<file path="src/hdl/dfrc_pkg.sv">
// package for the download frame receiver and checker
// holds the frame layout constants, the result item type and the checksum fold
// no dependencies
`default_nettype none

package dfrc_pkg;

   localparam int unsigned CMD_BYTES = 2;

   localparam logic [31:0] MAGIC_RESET = 32'h5C6D_8E9F;

   localparam logic [16:0] IDX_LENGTH  = 17'd4;
   localparam logic [16:0] IDX_COMMAND = 17'd6;
   localparam logic [16:0] HDR_BYTES   = 17'(6 + CMD_BYTES);

   localparam logic KIND_PAYLOAD = 1'b0;
   localparam logic KIND_VERDICT = 1'b1;

   typedef struct packed {
      logic        item_kind;
      logic [7:0]  payload_byte;
      logic [15:0] payload_offset;
      logic [15:0] command_code;
      logic [15:0] payload_length;
      logic        checksum_bad;
      logic        magic_bad;
   } dfrc_result_type;

   // end-around carry fold, then complement
   function automatic logic [15:0] fold_sum(input logic [31:0] sum);
      logic [16:0] s1;
      logic [16:0] s2;
      s1 = {1'b0, sum[31:16]} + {1'b0, sum[15:0]};
      s2 = {1'b0, s1[15:0]} + {16'b0, s1[16]};
      return ~s2[15:0];
   endfunction

endpackage

`default_nettype wire

</file>
<file path="src/hdl/dfrc_parser.sv">
// frame parser: hunt, header collection, checksum accumulation and verdict
// one item is processed per step, result formed combinationally
// depends on dfrc_pkg
`default_nettype none

module dfrc_parser (
   input  wire logic                     clock,
   input  wire logic                     reset,
   input  wire logic                     step,
   input  wire logic [7:0]               rx_byte,
   input  wire logic [31:0]              expected_magic,
   output logic                          res_valid,
   output dfrc_pkg::dfrc_result_type     res
);
   import dfrc_pkg::*;

   logic        hunting_ff, hunting_in;
   logic [16:0] byte_count_ff, byte_count_in;
   logic [31:0] magic_ff, magic_in;
   logic [15:0] length_ff, length_in;
   logic [15:0] command_ff, command_in;
   logic [31:0] sum_ff, sum_in;
   logic [7:0]  low_ff, low_in;
   logic [7:0]  check_low_ff, check_low_in;

   logic [16:0] idx;
   logic [16:0] pay_end;
   logic [31:0] addend;
   logic [15:0] got;

   assign idx     = byte_count_ff;
   assign pay_end = HDR_BYTES + {1'b0, length_ff};
   assign got     = {rx_byte, check_low_ff};

   always_comb begin
      hunting_in    = hunting_ff;
      byte_count_in = byte_count_ff;
      magic_in      = magic_ff;
      length_in     = length_ff;
      command_in    = command_ff;
      sum_in        = sum_ff;
      low_in        = low_ff;
      check_low_in  = check_low_ff;
      addend        = '0;
      res_valid     = 1'b0;
      res.item_kind      = KIND_PAYLOAD;
      res.payload_byte   = rx_byte;
      res.payload_offset = 16'(idx - HDR_BYTES);
      res.command_code   = command_ff;
      res.payload_length = length_ff;
      res.checksum_bad   = 1'b0;
      res.magic_bad      = 1'b0;

      if (hunting_ff) begin
         if (rx_byte == expected_magic[7:0]) begin
            hunting_in    = 1'b0;
            byte_count_in = 17'd1;
            magic_in      = {24'b0, rx_byte};
            length_in     = '0;
            command_in    = '0;
            sum_in        = '0;
            low_in        = '0;
            check_low_in  = '0;
         end
      end else begin
         byte_count_in = byte_count_ff + 17'd1;

         // word accumulation over length, command and payload
         if (idx >= IDX_LENGTH && idx < pay_end) begin
            if (!idx[0]) begin
               low_in = rx_byte;
            end else begin
               addend = {16'b0, rx_byte, low_ff};
            end
         end else if (idx == pay_end && length_ff[0] == (CMD_BYTES % 2 == 0 ? 1'b1 : 1'b0)) begin
            // odd trailing byte added alone
            addend = {24'b0, low_ff};
         end
         sum_in = sum_ff + addend;

         if (idx < IDX_LENGTH) begin
            magic_in[8*idx[1:0] +: 8] = rx_byte;
         end else if (idx < IDX_COMMAND) begin
            length_in[8*idx[0] +: 8] = rx_byte;
         end else if (idx < HDR_BYTES) begin
            command_in[8*idx[0] +: 8] = rx_byte;
         end else if (idx < pay_end) begin
            res_valid = 1'b1;
         end else if (idx == pay_end) begin
            check_low_in = rx_byte;
         end else begin
            res_valid          = 1'b1;
            res.item_kind      = KIND_VERDICT;
            res.payload_byte   = '0;
            res.payload_offset = '0;
            res.checksum_bad   = (got != fold_sum(sum_ff));
            res.magic_bad      = (magic_ff != expected_magic);
            hunting_in         = 1'b1;
            byte_count_in      = '0;
         end
      end
   end

   always_ff @(posedge clock) begin
      if (reset) begin
         hunting_ff    <= 1'b1;
         byte_count_ff <= '0;
      end else if (step) begin
         hunting_ff    <= hunting_in;
         byte_count_ff <= byte_count_in;
      end
   end

   always_ff @(posedge clock) begin
      if (step) begin
         magic_ff     <= magic_in;
         length_ff    <= length_in;
         command_ff   <= command_in;
         sum_ff       <= sum_in;
         low_ff       <= low_in;
         check_low_ff <= check_low_in;
      end
   end

endmodule

`default_nettype wire

</file>
<file path="src/hdl/dfrc_out_reg.sv">
// result register: holds one result item until the receiver takes it
// depends on dfrc_pkg
`default_nettype none

module dfrc_out_reg (
   input  wire logic                     clock,
   input  wire logic                     reset,
   input  wire logic                     load,
   input  wire dfrc_pkg::dfrc_result_type load_item,
   input  wire logic                     rsp_stall,
   output logic                          free,
   output logic                          rsp_valid,
   output dfrc_pkg::dfrc_result_type     rsp_item
);
   import dfrc_pkg::*;

   logic            valid_ff, valid_in;
   dfrc_result_type item_ff;

   assign free     = !valid_ff || !rsp_stall;
   assign valid_in = free ? load : valid_ff;

   always_ff @(posedge clock) begin
      if (reset) begin
         valid_ff <= 1'b0;
      end else begin
         valid_ff <= valid_in;
      end
   end

   always_ff @(posedge clock) begin
      if (free && load) begin
         item_ff <= load_item;
      end
   end

   assign rsp_valid = valid_ff;
   assign rsp_item  = item_ff;

endmodule

`default_nettype wire

</file>
<file path="src/hdl/download_frame_receiver_checker_unit.sv">
// top level of the download frame receiver and checker
// depends on dfrc_pkg, dfrc_parser and dfrc_out_reg
//
// usage:
//   req channel carries one received serial byte per item (req_rx_byte).
//   rsp channel carries one result item: a payload byte with its offset
//   (item_kind 0) or the end of frame verdict (item_kind 1) with command,
//   length and the checksum and magic mismatch flags.
//   csr_write_enable / csr_write_data load the expected magic word; its low
//   byte is the byte that starts a frame. write only while no item is in flight.
//   flow: a byte accepted at a rising edge sits in the input register; its
//   result is loaded into the result register once that register is free,
//   and rsp_valid is driven from that register. throughput: one byte per cycle
//   while rsp_stall holds no waiting result. the single 32-bit checksum adder
//   and the header compare lie between the two registers. bytes that give no
//   result pass without using the rsp channel.
//   reset (synchronous) returns to hunting, empties both registers and loads
//   the expected magic with 0x5C6D8E9F.
//   when rsp_stall holds a waiting result, one more byte is taken into the
//   input register and req_stall then rises until the result is taken.
`default_nettype none

module download_frame_receiver_checker_unit (
   input  wire logic        clock,
   input  wire logic        reset,
   input  wire logic        req_valid,
   output logic             req_stall,
   input  wire logic [7:0]  req_rx_byte,
   output logic             rsp_valid,
   input  wire logic        rsp_stall,
   output logic             rsp_item_kind,
   output logic [7:0]       rsp_payload_byte,
   output logic [15:0]      rsp_payload_offset,
   output logic [15:0]      rsp_command_code,
   output logic [15:0]      rsp_payload_length,
   output logic             rsp_checksum_bad,
   output logic             rsp_magic_bad,
   input  wire logic        csr_write_enable,
   input  wire logic [31:0] csr_write_data
);
   import dfrc_pkg::*;

   logic            in_valid_ff, in_valid_in;
   logic [7:0]      in_byte_ff;
   logic [31:0]     magic_cfg_ff;
   logic            out_free;
   logic            step;
   logic            res_valid;
   dfrc_result_type res;
   dfrc_result_type rsp_item;

   assign step      = in_valid_ff && out_free;
   assign req_stall = in_valid_ff && !out_free;

   always_comb begin
      if (req_valid && !req_stall) begin
         in_valid_in = 1'b1;
      end else if (step) begin
         in_valid_in = 1'b0;
      end else begin
         in_valid_in = in_valid_ff;
      end
   end

   always_ff @(posedge clock) begin
      if (reset) begin
         in_valid_ff  <= 1'b0;
         magic_cfg_ff <= MAGIC_RESET;
      end else begin
         in_valid_ff <= in_valid_in;
         if (csr_write_enable) begin
            magic_cfg_ff <= csr_write_data;
         end
      end
   end

   always_ff @(posedge clock) begin
      if (req_valid && !req_stall) begin
         in_byte_ff <= req_rx_byte;
      end
   end

   dfrc_parser u_parser (
      .clock          (clock),
      .reset          (reset),
      .step           (step),
      .rx_byte        (in_byte_ff),
      .expected_magic (magic_cfg_ff),
      .res_valid      (res_valid),
      .res            (res)
   );

   dfrc_out_reg u_out (
      .clock     (clock),
      .reset     (reset),
      .load      (step && res_valid),
      .load_item (res),
      .rsp_stall (rsp_stall),
      .free      (out_free),
      .rsp_valid (rsp_valid),
      .rsp_item  (rsp_item)
   );

   assign rsp_item_kind      = rsp_item.item_kind;
   assign rsp_payload_byte   = rsp_item.payload_byte;
   assign rsp_payload_offset = rsp_item.payload_offset;
   assign rsp_command_code   = rsp_item.command_code;
   assign rsp_payload_length = rsp_item.payload_length;
   assign rsp_checksum_bad   = rsp_item.checksum_bad;
   assign rsp_magic_bad      = rsp_item.magic_bad;

endmodule

`default_nettype wire

</file>
<file path="config.mk">
export PLATFORM = sky130hd
export DESIGN_NAME = download_frame_receiver_checker_unit
export DESIGN_NICKNAME = d
export VERILOG_FILES = /design/src/hdl/dfrc_pkg.sv /design/src/hdl/dfrc_parser.sv /design/src/hdl/dfrc_out_reg.sv /design/src/hdl/download_frame_receiver_checker_unit.sv
export SDC_FILE = /design/constraint.sdc
export NUM_CORES = 1
export LEC_CHECK = 0
export BUFFER_PORTS_ARGS = -buffer_cell sky130_fd_sc_hd__buf_2
export CAP_MARGIN = 25
export CORE_UTILIZATION = 25
export DETAILED_ROUTE_END_ITERATION = 12
export GPL_TIMING_DRIVEN = 0
export PLACE_DENSITY_LB_ADDON = 0.1
export SLEW_MARGIN = 20
export SYNTH_ARGS = -nofsm -noshare
export SYNTH_HDL_FRONTEND = slang
export SYNTH_HIERARCHICAL = 1
export SYNTH_SLANG_ARGS = --single-unit
</file>
<file path="constraint.sdc">
create_clock -name clock -period 8.19 [get_ports clock]
set_input_delay 0 -clock clock [delete_from_list [all_inputs] [get_ports clock]]
set_output_delay 0 -clock clock [all_outputs]
set_load 0.005 [all_outputs]
</file>
==> results of run 1 <==
-- power by group through the flow --
stage,Combinational (uW),Sequential (uW),Clock [uW]
4_1_cts,122,1280,1370
3_3_place_gp,94.4,1300,0
6_report,122,1280,1320
3_5_place_dp,96.1,1300,0
5_1_grt,133,1280,1410
2_1_floorplan,56.5,1290,0
-- through the flow --
step                      power, uW  std cells  utilization [%]
final                          2720       2129             31.7
after global routing           2820       2128             31.7
after CTS                      2760       2128             31.7
after detailed placement       1400       2007             28.4
after global placement         1390       2002             28.2
after floorplan                1350       1225                -
-- layout make-up --
type                    instances  area [um^2]
well taps                     672          841
multi-input cells             899         6000
repair buffers                176         1270
plain buffers                  58          282
fillers                      5265        34400
clock inverters                14          126
diodes                          1         2.50
clock buffers                  41          875
inverters                      37          139
flip-flops and latches        231         6420
-- critical path: cells and delay by family (launching register included) --
kind,cells,cell delay [ns]
simple gates,4,0.65
fa+ha+maj,3,0.82
flops,1,0.34
compound gates,14,2.79
buf+inv,5,1.43
mux,2,0.85
-- timing repair --
action,in CTS,in global routing
endpoints found under the hold margin,51,0
hold buffers,66,0
endpoints found under the setup margin,0,0
-- cell families (layout without fill, tap and decap cells) --
group                      Yosys count  in the layout  synth area share [%]
xor gates and xnor gates           107            107                  7.31
DFF                                231            231                  50.1
adders and majority gates           62             62                  6.17
buffers and inverters               95            326                  3.26
and+or+nand+nor                    468            468                  19.2
muxes                               20             20                  1.61
other                                0              1                     0
AOI/OAI and AO/OA                  242            242                  12.4
-- worst paths after layout --
| check | cells after the start | slack (ns) | endpoint | start |
|---|---|---|---|---|
| max reg2reg | 28 | 1.04 | u_parser/sum_ff[20] | u_parser/byte_count_ff[0] |
| min | 5 | 0.08 | magic_cfg_ff[12] | csr_write_enable |
| min reg2reg | 0 | 0.45 | u_out/rsp_item[23] | u_parser/command_ff[5] |
| max | 28 | 1.04 | u_parser/sum_ff[20] | u_parser/byte_count_ff[0] |
-- metal layers --
layer | part of all wire (%) | wire [um]
met1 | 49 | 20300
met2 | 46 | 18700
met3 | 3.0 | 1240
met4 | 1.9 | 760
met5 | 0 | 0
-- synth_stat cells, drive strengths merged (5+ instances only) --
cell type | n | area share, %
edfxtp | 179 | 42
a21oi | 108 | 4.2
nor2 | 103 | 3.0
nand2 | 87 | 2.5
xnor2 | 84 | 5.7
ha | 60 | 5.9
dfxtp | 52 | 8.1
nand4 | 49 | 2.4
nor2b | 43 | 2.1
nand2b | 40 | 2.0
inv | 36 | 1.1
clkbuf | 35 | 1.0
nand3 | 30 | 1.2
and3 | 28 | 1.4
nor3 | 25 | 1.1
and2 | 23 | 1.1
buf | 23 | 1.2
xor2 | 23 | 1.6
a31oi | 22 | 1.1
o21ai | 22 | 0.89
a211o | 21 | 1.4
a21o | 19 | 1.1
mux2i | 15 | 1.2
nor4 | 10 | 0.49
or2 | 7 | 0.36
o21a | 6 | 0.35
a211oi | 5 | 0.33
mux2 | 5 | 0.44
-- sequential cells by signal, indices dropped and copies added (netlist names) --
name                    count
u_parser/hunting_ff         1
u_parser/length_ff         16
u_parser/command_ff        16
magic_cfg_ff               32
u_out/rsp_item             59
u_parser/byte_count_ff     17
u_parser/check_low_ff       8
u_parser/low_ff             8
in_valid_ff                 1
in_byte_ff                  8
u_parser/magic_ff          32
u_parser/sum_ff            32
u_out/rsp_valid             1
==> flow_metrics.tcl, run 1 <==
set metrics [dict create \
    yosys_most_used_dff "sky130_fd_sc_hd__edfxtp_1" \
    top_usage_layer "met2" \
    synth_enable_flop_cells 179 \
    dieArea_um2 52200 \
    initial_antenna_violation_count 1 \
    critical_path.startpoint_type "flip-flop" \
    synth_nets 1332 \
    final_antenna_net_count 0 \
    cp_slowest_stage_delay_ns 0.68 \
    place_worst_setup_slack_ns 1.06 \
    use_met3_pct 1.75 \
    dp.final_hpwl_um 29900 \
    avgSynthCellArea_um2 10.5 \
    crit_path_max_fanout 12 \
    clock-sinks 231 \
    die_h_um 228 \
    worst_hold_path_type "primary input to flip-flop" \
    net-switching-power_uw 591 \
    vdd_ir_drop_max_mv 0.120 \
    seq_power_share_pct 46.9 \
    num_vias 9953 \
    layout-area-overhead-vs-synth_pct 24.5 \
    timing.setup.tns_ns 0 \
    synth_warnings 6 \
    clock_skew_ns 0.0147 \
    grt_pass1_vias 9984 \
    mostFrequentLayoutCells "179 x sky130_fd_sc_hd__edfxtp_1, 111 x sky130_fd_sc_hd__buf_2, 106 x sky130_fd_sc_hd__a21oi_1" \
    synth-seq-area-share_pct 50.1 \
    fin_worst_hold_slack_ns 0.0836 \
    maxSlewHeadroom_pct 26.7 \
    internal-power_uw 2130 \
    cts_max_level 1 \
    grt_max_degree 56 \
    routedWlPerCell_um 19.2 \
    floorplan.die.width_um 228 \
    final_nets 1540 \
    placeableCoreArea_um2 50400 \
    post-route-period-util_pct 87.3 \
    yosysUniqueCellTypes 82 \
    worst_slew_pin_slew_ns 1.09 \
    power_density_nw_per_um2 171 \
    cts_inserted_buffers 30 \
    drt-total-wl_um 40900 \
    max-cap-violations 0 \
    critPathSlowestCell "sky130_fd_sc_hd__buf_1" \
    wire_length_of_the_first_global_routing_pass_um 61900 \
    syn-instance-count 1225 \
    final_common_cell "sky130_fd_sc_hd__edfxtp_1" \
    grt.overflow.total 0 \
    first_iter_violations 607 \
    placed_area_um2 14300 \
    timing.final.max_slew_violations 0 \
    pin_count 106 \
    cp_data_arrival_time_ns 7.47 \
    grt_util_met1_pct 21.8 \
    drtPass1Iterations 5 \
    layout-drive-gt1-share_pct 14.4 \
    setup.worst_path.class "flip-flop to flip-flop" \
    worst_setup_path_end_kind "flip-flop" \
    tritoncts "built" \
    timing.final.hold_violations 0 \
    track_usage_pct 15.5 \
    clockBufferDepth 3 \
    avgViaCountPerCell 4.67 \
    setup_viol 0 \
    p_leak_uw 0.00594 \
    clk_pin_slew_worst_paths_ns 0.06 \
    ctsRootBufferMaster "sky130_fd_sc_hd__clkbuf_16" \
    setup_ws_ns 1.04 \
    worstPathRequired_ns 8.50 \
    clock_power_share_pct 48.7 \
    cpMostUsedCell "sky130_fd_sc_hd__a21oi_1" \
    initial_utilization_pct 25.4 \
    drc_errors 0 \
    max_freq_ghz 0.140 \
    io_buffers 105 \
    period_needed_ns 7.15 \
    ys_ff_latch 231 \
    clock_network_latency_to_the_later_pin_of_the_worst_skew_pair_ns 0.57 \
    mappedNetlistArea_um2 12800 \
    comb_power_share_pct 4.5 \
    asyncSetResetFlopFracSynth_pct 0 \
    ctsResizeCount 0 \
    grt_setup_unrepaired "no" \
    power_switching_share_pct 21.7 \
    outcome "completed" \
    fin_area_um2 16000 \
    rows 82 \
    gp_routability_congestion 0.759 \
    post-cts-setup-buffers 0 \
    met2_usage_pct 25.2 \
]
Note: power is estimated with default switching activity, not from simulation.
==> run 2, diff against run 1 <==
--- a/config.mk
+++ b/config.mk
@@ -10,7 +10,6 @@
 export CORE_UTILIZATION = 25
 export DETAILED_ROUTE_END_ITERATION = 12
 export GPL_TIMING_DRIVEN = 0
-export PLACE_DENSITY_LB_ADDON = 0.1
 export SLEW_MARGIN = 20
 export SYNTH_ARGS = -nofsm -noshare
 export SYNTH_HDL_FRONTEND = slang
==> flow_metrics.tcl, run 2 (same netlist as run 1, synthesis figures left out) <==
set metrics [dict create \
    worstRegToRegCells 26 \
    post_cts_hold_buffer_count 55 \
    drc_errors 0 \
    clockBufferDepth 3 \
    met2_usage_pct 21.1 \
    routedWlPerCell_um 17.3 \
    initial_antenna_violation_count 1 \
    floorplan.die.width_um 228 \
    critical_path_depth 26 \
    placedCellCount 2004 \
    timing.final.max_slew_violations 0 \
    top_usage_layer "met2" \
    worst_setup_path_end_kind "flip-flop" \
    num_antenna_cells 0 \
    outcome "completed" \
    seq_power_share_pct 48.6 \
    instances_no_fill 2109 \
    post-cts-setup-buffers 0 \
    track_usage_pct 13.6 \
    net-switching-power_uw 557 \
    final_antenna_net_count 0 \
    power_switching_share_pct 21.3 \
    clock_network_latency_to_the_later_pin_of_the_worst_skew_pair_ns 0.55 \
    cpLargestDelayFamily "compound AO/OA/AOI/OAI gates" \
    internal-power_uw 2060 \
    layout-area-overhead-vs-synth_pct 22.5 \
    io_buffers 105 \
    min_path_cells 4 \
    grt_setup_unrepaired "no" \
    critical_path.startpoint_type "flip-flop" \
    largest_reg_flops 59 \
    ctsResizeCount 0 \
    worstPathRequired_ns 8.47 \
    grt_pass1_vias 9870 \
    post-route-period-util_pct 87.0 \
    maxSlewHeadroom_pct 29.0 \
    initial_utilization_pct 25.4 \
    grt_util_met1_pct 18.9 \
    final_common_cell "sky130_fd_sc_hd__edfxtp_1" \
    critPathSlowestCell "sky130_fd_sc_hd__buf_1" \
    vdd_ir_drop_max_mv 0.142 \
    layout-drive-gt1-share_pct 13.8 \
    cp_data_arrival_time_ns 7.40 \
    worst_slew_pin_slew_ns 1.06 \
    tritoncts "built" \
    grt.overflow.total 0 \
    filler_cell_count 5164 \
    p_leak_uw 0.00583 \
    clock_power_share_pct 47.1 \
    max_freq_ghz 0.140 \
    ctsRootBufferMaster "sky130_fd_sc_hd__clkbuf_16" \
    timing.final.hold_violations 0 \
    power_density_nw_per_um2 167 \
    placeableCoreArea_um2 50400 \
    avgViaCountPerCell 4.82 \
    drtPass1Iterations 5 \
    cts_max_level 1 \
    grt_max_degree 58 \
    worst-path-buf-inv 4 \
    clk_pin_slew_worst_paths_ns 0.06 \
    first_iter_violations 864 \
    cp_slowest_stage_delay_ns 0.63 \
    period_needed_ns 7.13 \
    clock-sinks 231 \
    comb_power_share_pct 4.3 \
    crit_path_max_fanout 12 \
    drt-total-wl_um 36400 \
    wire_length_of_the_first_global_routing_pass_um 56400 \
    max-cap-violations 0 \
    pin_count 106 \
    num_vias 10200 \
    worst_hold_path_type "primary input to flip-flop" \
    setup_viol 0 \
    clock_skew_ns 0.0137 \
    rows 82 \
    die_h_um 228 \
    dp.final_hpwl_um 26600 \
    mostFrequentLayoutCells "179 x sky130_fd_sc_hd__edfxtp_1, 111 x sky130_fd_sc_hd__buf_2, 106 x sky130_fd_sc_hd__a21oi_1" \
    setup.worst_path.class "flip-flop to flip-flop" \
    cts_inserted_buffers 27 \
    dieArea_um2 52200 \
    timing.setup.tns_ns 0 \
    gp_routability_congestion 0.856 \
    use_met3_pct 2.73 \
    final_nets 1523 \
]
## run 2: final timing paths
kind | start | endpoint | slack [ns]
min | csr_write_enable | magic_cfg_ff[10] | 0.02
max | u_parser/byte_count_ff[0] | u_parser/sum_ff[19] | 1.06
max reg2reg | u_parser/byte_count_ff[0] | u_parser/sum_ff[19] | 1.06
min reg2reg | u_parser/command_ff[12] | u_out/rsp_item[30] | 0.45
## run 2: layer usage
| layer | routed length (um) | up-vias |
|---|---|---|
| met5 | 11 | - |
| met4 | 1080 | 2 |
| met3 | 2700 | 75 |
| met2 | 15900 | 353 |
| met1 | 16800 | 4857 |
| li1 | - | 4870 |
## run 2: power by group through the flow
stage	clock network [uW]	registers (uW)	logic (uW)
final	1230	1270	112
after global routing	1300	1280	122
after CTS	1260	1270	111
after detailed placement	0	1300	89.3
after global placement	0	1300	87.8
after floorplan	0	1290	56.5
## run 2: area by class of cell
cell class / instances / area [um^2] / share of cell area (%)
Sequential cell: 231 / 6420 / 40.9
Multi-Input combinational cell: 899 / 6000 / 38.2
Timing Repair Buffer: 162 / 1110 / 7.10
Tap cell: 672 / 841 / 5.35
Clock buffer: 40 / 806 / 5.13
Buffer: 58 / 279 / 1.78
Inverter: 37 / 139 / 0.884
Clock inverter: 10 / 111 / 0.709
## run 2: stage by stage
stage	hold slack [ns]	setup WS (ns)	util (%)	cell area [um^2]	total power (uW)
global route	0.0607	0.571	31.2	15700	2700
detailed placement	0.180	1.19	28.3	14200	1390
finish	0.0234	1.06	31.2	15700	2620
floorplan	0.0691	2.47	-	12800	1350
CTS	0.00715	1.16	31.2	15700	2640
global placement	0.181	1.21	28.2	14200	1390
## run 2: tightest hold or removal path, stage by stage
cell	delay (ns)
sky130_fd_sc_hd__buf_2	0.14
sky130_fd_sc_hd__buf_2	0.18
sky130_fd_sc_hd__nor2b_1	0.12
sky130_fd_sc_hd__a211o_1	0.09
==> run 3, diff against run 2 <==
--- a/config.mk
+++ b/config.mk
@@ -5,6 +5,7 @@
 export SDC_FILE = /design/constraint.sdc
 export NUM_CORES = 1
 export LEC_CHECK = 0
+export ABC_AREA = 1
 export BUFFER_PORTS_ARGS = -buffer_cell sky130_fd_sc_hd__buf_2
 export CAP_MARGIN = 25
 export CORE_UTILIZATION = 25
==> flow_metrics.tcl, run 3 <==
set metrics [dict create \
    initial_utilization_pct 25.5 \
    worst_slew_pin_slew_ns 0.983 \
    clk_pin_slew_worst_paths_ns 0.06 \
    ys_ff_latch 231 \
    layout-drive-gt1-share_pct 12.7 \
    tritoncts "built" \
    synth-xor-area-share_pct 4.37 \
    placedCellCount 2370 \
    yosysMostFrequentCell "sky130_fd_sc_hd__nand2_1" \
    timing.setup.tns_ns 0 \
    cts_inserted_buffers 26 \
    setup_viol 0 \
    mostFrequentLayoutCells "382 x sky130_fd_sc_hd__nand2_1, 188 x sky130_fd_sc_hd__inv_1, 179 x sky130_fd_sc_hd__edfxtp_1" \
    floorplan.die.width_um 232 \
    die_h_um 232 \
    track_usage_pct 14.4 \
    post-route-period-util_pct 74.5 \
    initial_antenna_violation_count 1 \
    rows 83 \
    cp_data_arrival_time_ns 6.39 \
    top_usage_layer "met2" \
    setup.worst_path.class "flip-flop to flip-flop" \
    worst-path-buf-inv 4 \
    synthSimpleGateAreaFrac_pct 24.2 \
    grt_pass1_vias 11000 \
    worst_hold_path_type "primary input to flip-flop" \
    ctsRootBufferMaster "sky130_fd_sc_hd__clkbuf_16" \
    synth_compound_area_share_pct 10.0 \
    clock-sinks 231 \
    routedWlPerCell_um 15.9 \
    outcome "completed" \
    p_leak_uw 0.00679 \
    asyncSetResetFlopFracSynth_pct 0 \
    clock_network_latency_to_the_later_pin_of_the_worst_skew_pair_ns 0.56 \
    mappedNetlistArea_um2 13200 \
    wire_length_of_the_first_global_routing_pass_um 60700 \
    synth_warnings 6 \
    largest_reg_flops 59 \
    final_nets 1886 \
    clock_skew_ns 0.0251 \
    synth_enable_flop_cells 179 \
    vdd_ir_drop_max_mv 0.127 \
    grt_setup_unrepaired "no" \
    syn-instance-count 1582 \
    drtPass1Iterations 7 \
    pin_count 106 \
    synth-seq-area-share_pct 48.5 \
    synth.mux.area_fraction_pct 0 \
    yosys_most_used_dff "sky130_fd_sc_hd__edfxtp_1" \
    yosysTopAreaCell "sky130_fd_sc_hd__edfxtp_1" \
    gp_routability_congestion 0.890 \
    final_antenna_net_count 0 \
    post_synth_fa_ha_maj_area_fraction_pct 5.97 \
    critical_path.startpoint_type "flip-flop" \
    num_vias 11600 \
    cp_slowest_stage_delay_ns 0.49 \
    final_common_cell "sky130_fd_sc_hd__nand2_1" \
    layout-area-overhead-vs-synth_pct 22.5 \
    yosysUniqueCellTypes 50 \
    grt_max_degree 35 \
    max-cap-violations 0 \
    period_needed_ns 6.10 \
    avgViaCountPerCell 4.68 \
    maxSlewHeadroom_pct 34.4 \
    power_uw 2620 \
    dp.final_hpwl_um 30400 \
    drt-total-wl_um 39400 \
    worst_setup_path_end_kind "flip-flop" \
    synthTopCellsByArea "sky130_fd_sc_hd__edfxtp_1 41%, sky130_fd_sc_hd__nand2_1 11%, sky130_fd_sc_hd__dfxtp_1 7.9%" \
    timing.final.max_slew_violations 0 \
    power_density_nw_per_um2 162 \
    max_freq_ghz 0.164 \
    synth_nets 1689 \
    use_met3_pct 2.14 \
    timing.final.hold_violations 0 \
    synthTopCellsByCount "382 x sky130_fd_sc_hd__nand2_1, 189 x sky130_fd_sc_hd__inv_1, 179 x sky130_fd_sc_hd__edfxtp_1" \
    grt.overflow.total 0 \
    cpLargestDelayFamily "simple AND/OR/NAND/NOR gates" \
    cts_max_level 1 \
    first_iter_violations 920 \
    dieArea_um2 53900 \
    drc_errors 0 \
    placeableCoreArea_um2 51800 \
    yosys.area.top_type_share_pct 40.6 \
    instances_no_fill 2480 \
    crit_path_max_fanout 9 \
    critPathSlowestCell "sky130_fd_sc_hd__edfxtp_1" \
    ctsResizeCount 0 \
    grt_util_met1_pct 20.1 \
    met2_usage_pct 23.1 \
    clockBufferDepth 3 \
    worstPathRequired_ns 8.48 \
    avgSynthCellArea_um2 8.37 \
    io_buffers 105 \
    synth_top_family_by_area "simple AND/OR/NAND/NOR gates" \
]
==> run 3: cell count changes in the layout (fill, tap and decap cells not counted), moves of 25 or more <==
| cell | delta |
|---|---|
| sky130_fd_sc_hd__nand4_1 | -28 |
| sky130_fd_sc_hd__nand3_1 | +63 |
| sky130_fd_sc_hd__xnor2_1 | -75 |
| sky130_fd_sc_hd__nand2b_1 | -40 |
| sky130_fd_sc_hd__and3_1 | -25 |
| sky130_fd_sc_hd__inv_1 | +153 |
| sky130_fd_sc_hd__xor2_1 | +34 |
| sky130_fd_sc_hd__nand2_1 | +295 |
| sky130_fd_sc_hd__nor2b_1 | -43 |
| sky130_fd_sc_hd__nor2_1 | +50 |
| sky130_fd_sc_hd__o21ai_0 | +56 |
==> run 3: worst register-to-register path: cells and delay by family (launching register included) <==
kind / cells / cell delay (ns)
compound gates: 7 / 1.30
simple gates: 15 / 2.38
fa+ha+maj: 3 / 0.90
buf+inv: 4 / 0.59
flops: 1 / 0.49
xor+xnor: 1 / 0.16
==> run 3: layout make-up <==
type / count / area (um^2)
fill: 5396 / 35600
tap: 680 / 851
multi-input combinational: 1113 / 5930
clock buffer: 32 / 726
inverter: 198 / 743
antenna: 1 / 2.50
buffer: 40 / 171
timing repair buffer: 169 / 1200
sequential: 231 / 6420
clock inverter: 16 / 171
==> run 3: final timing paths <==
check                                            start             endpoint  depth (start not counted)  slack [ns]
worst max-delay path             u_parser/length_ff[3]  u_parser/sum_ff[26]                         30        2.09
worst min-delay path                  csr_write_enable      magic_cfg_ff[1]                          4        0.02
worst max register to register   u_parser/length_ff[3]  u_parser/sum_ff[26]                         30        2.09
worst min register to register  u_parser/command_ff[4]   u_out/rsp_item[22]                          0        0.46
==> run 3: cell families (layout without fill, tap and decap cells) <==
family	Yosys count	after routing
XOR/XNOR	66	66
flip-flops	231	231
adder cells (fa/ha/maj)	62	62
buffers and inverters	238	455
other	0	1
AO/OA/AOI/OAI	248	248
AND/OR/NAND/NOR	737	737
==> run 3: timing repair <==
action / 4_1_cts / 5_1_grt
buffers inserted: 0 / 0
hold endpoints to repair: 62 / 0
hold buffers: 61 / 0
==> run 3: through the flow <==
stage / hold slack [ns] / area, um^2 / setup slack (ns) / util, %
2_1_floorplan: 0.0624 / 13200 / 2.59 / -
3_3_place_gp: 0.182 / 14600 / 0.907 / 28.2
3_5_place_dp: 0.179 / 14700 / 2.29 / 28.4
4_1_cts: 0.00358 / 16200 / 2.24 / 31.3
5_1_grt: 0.0563 / 16200 / 1.60 / 31.3
6_report: 0.0173 / 16200 / 2.09 / 31.3
==> run 3: power by group <==
part           internal (uW)  leakage (uW)  total, uW  switching [uW]
clock                    728      0.000447       1220             491
sequential              1270       0.00205       1290            24.8
combinational           51.7       0.00429        112            60.1
total                   2040       0.00679       2620             576
==> run 3: per-layer routing <==
layer	share of wire (%)	up-vias
met1	46	5470
met4	2.4	0
li1	-	5673
met5	0	-
met2	45	397
met3	6.2	67
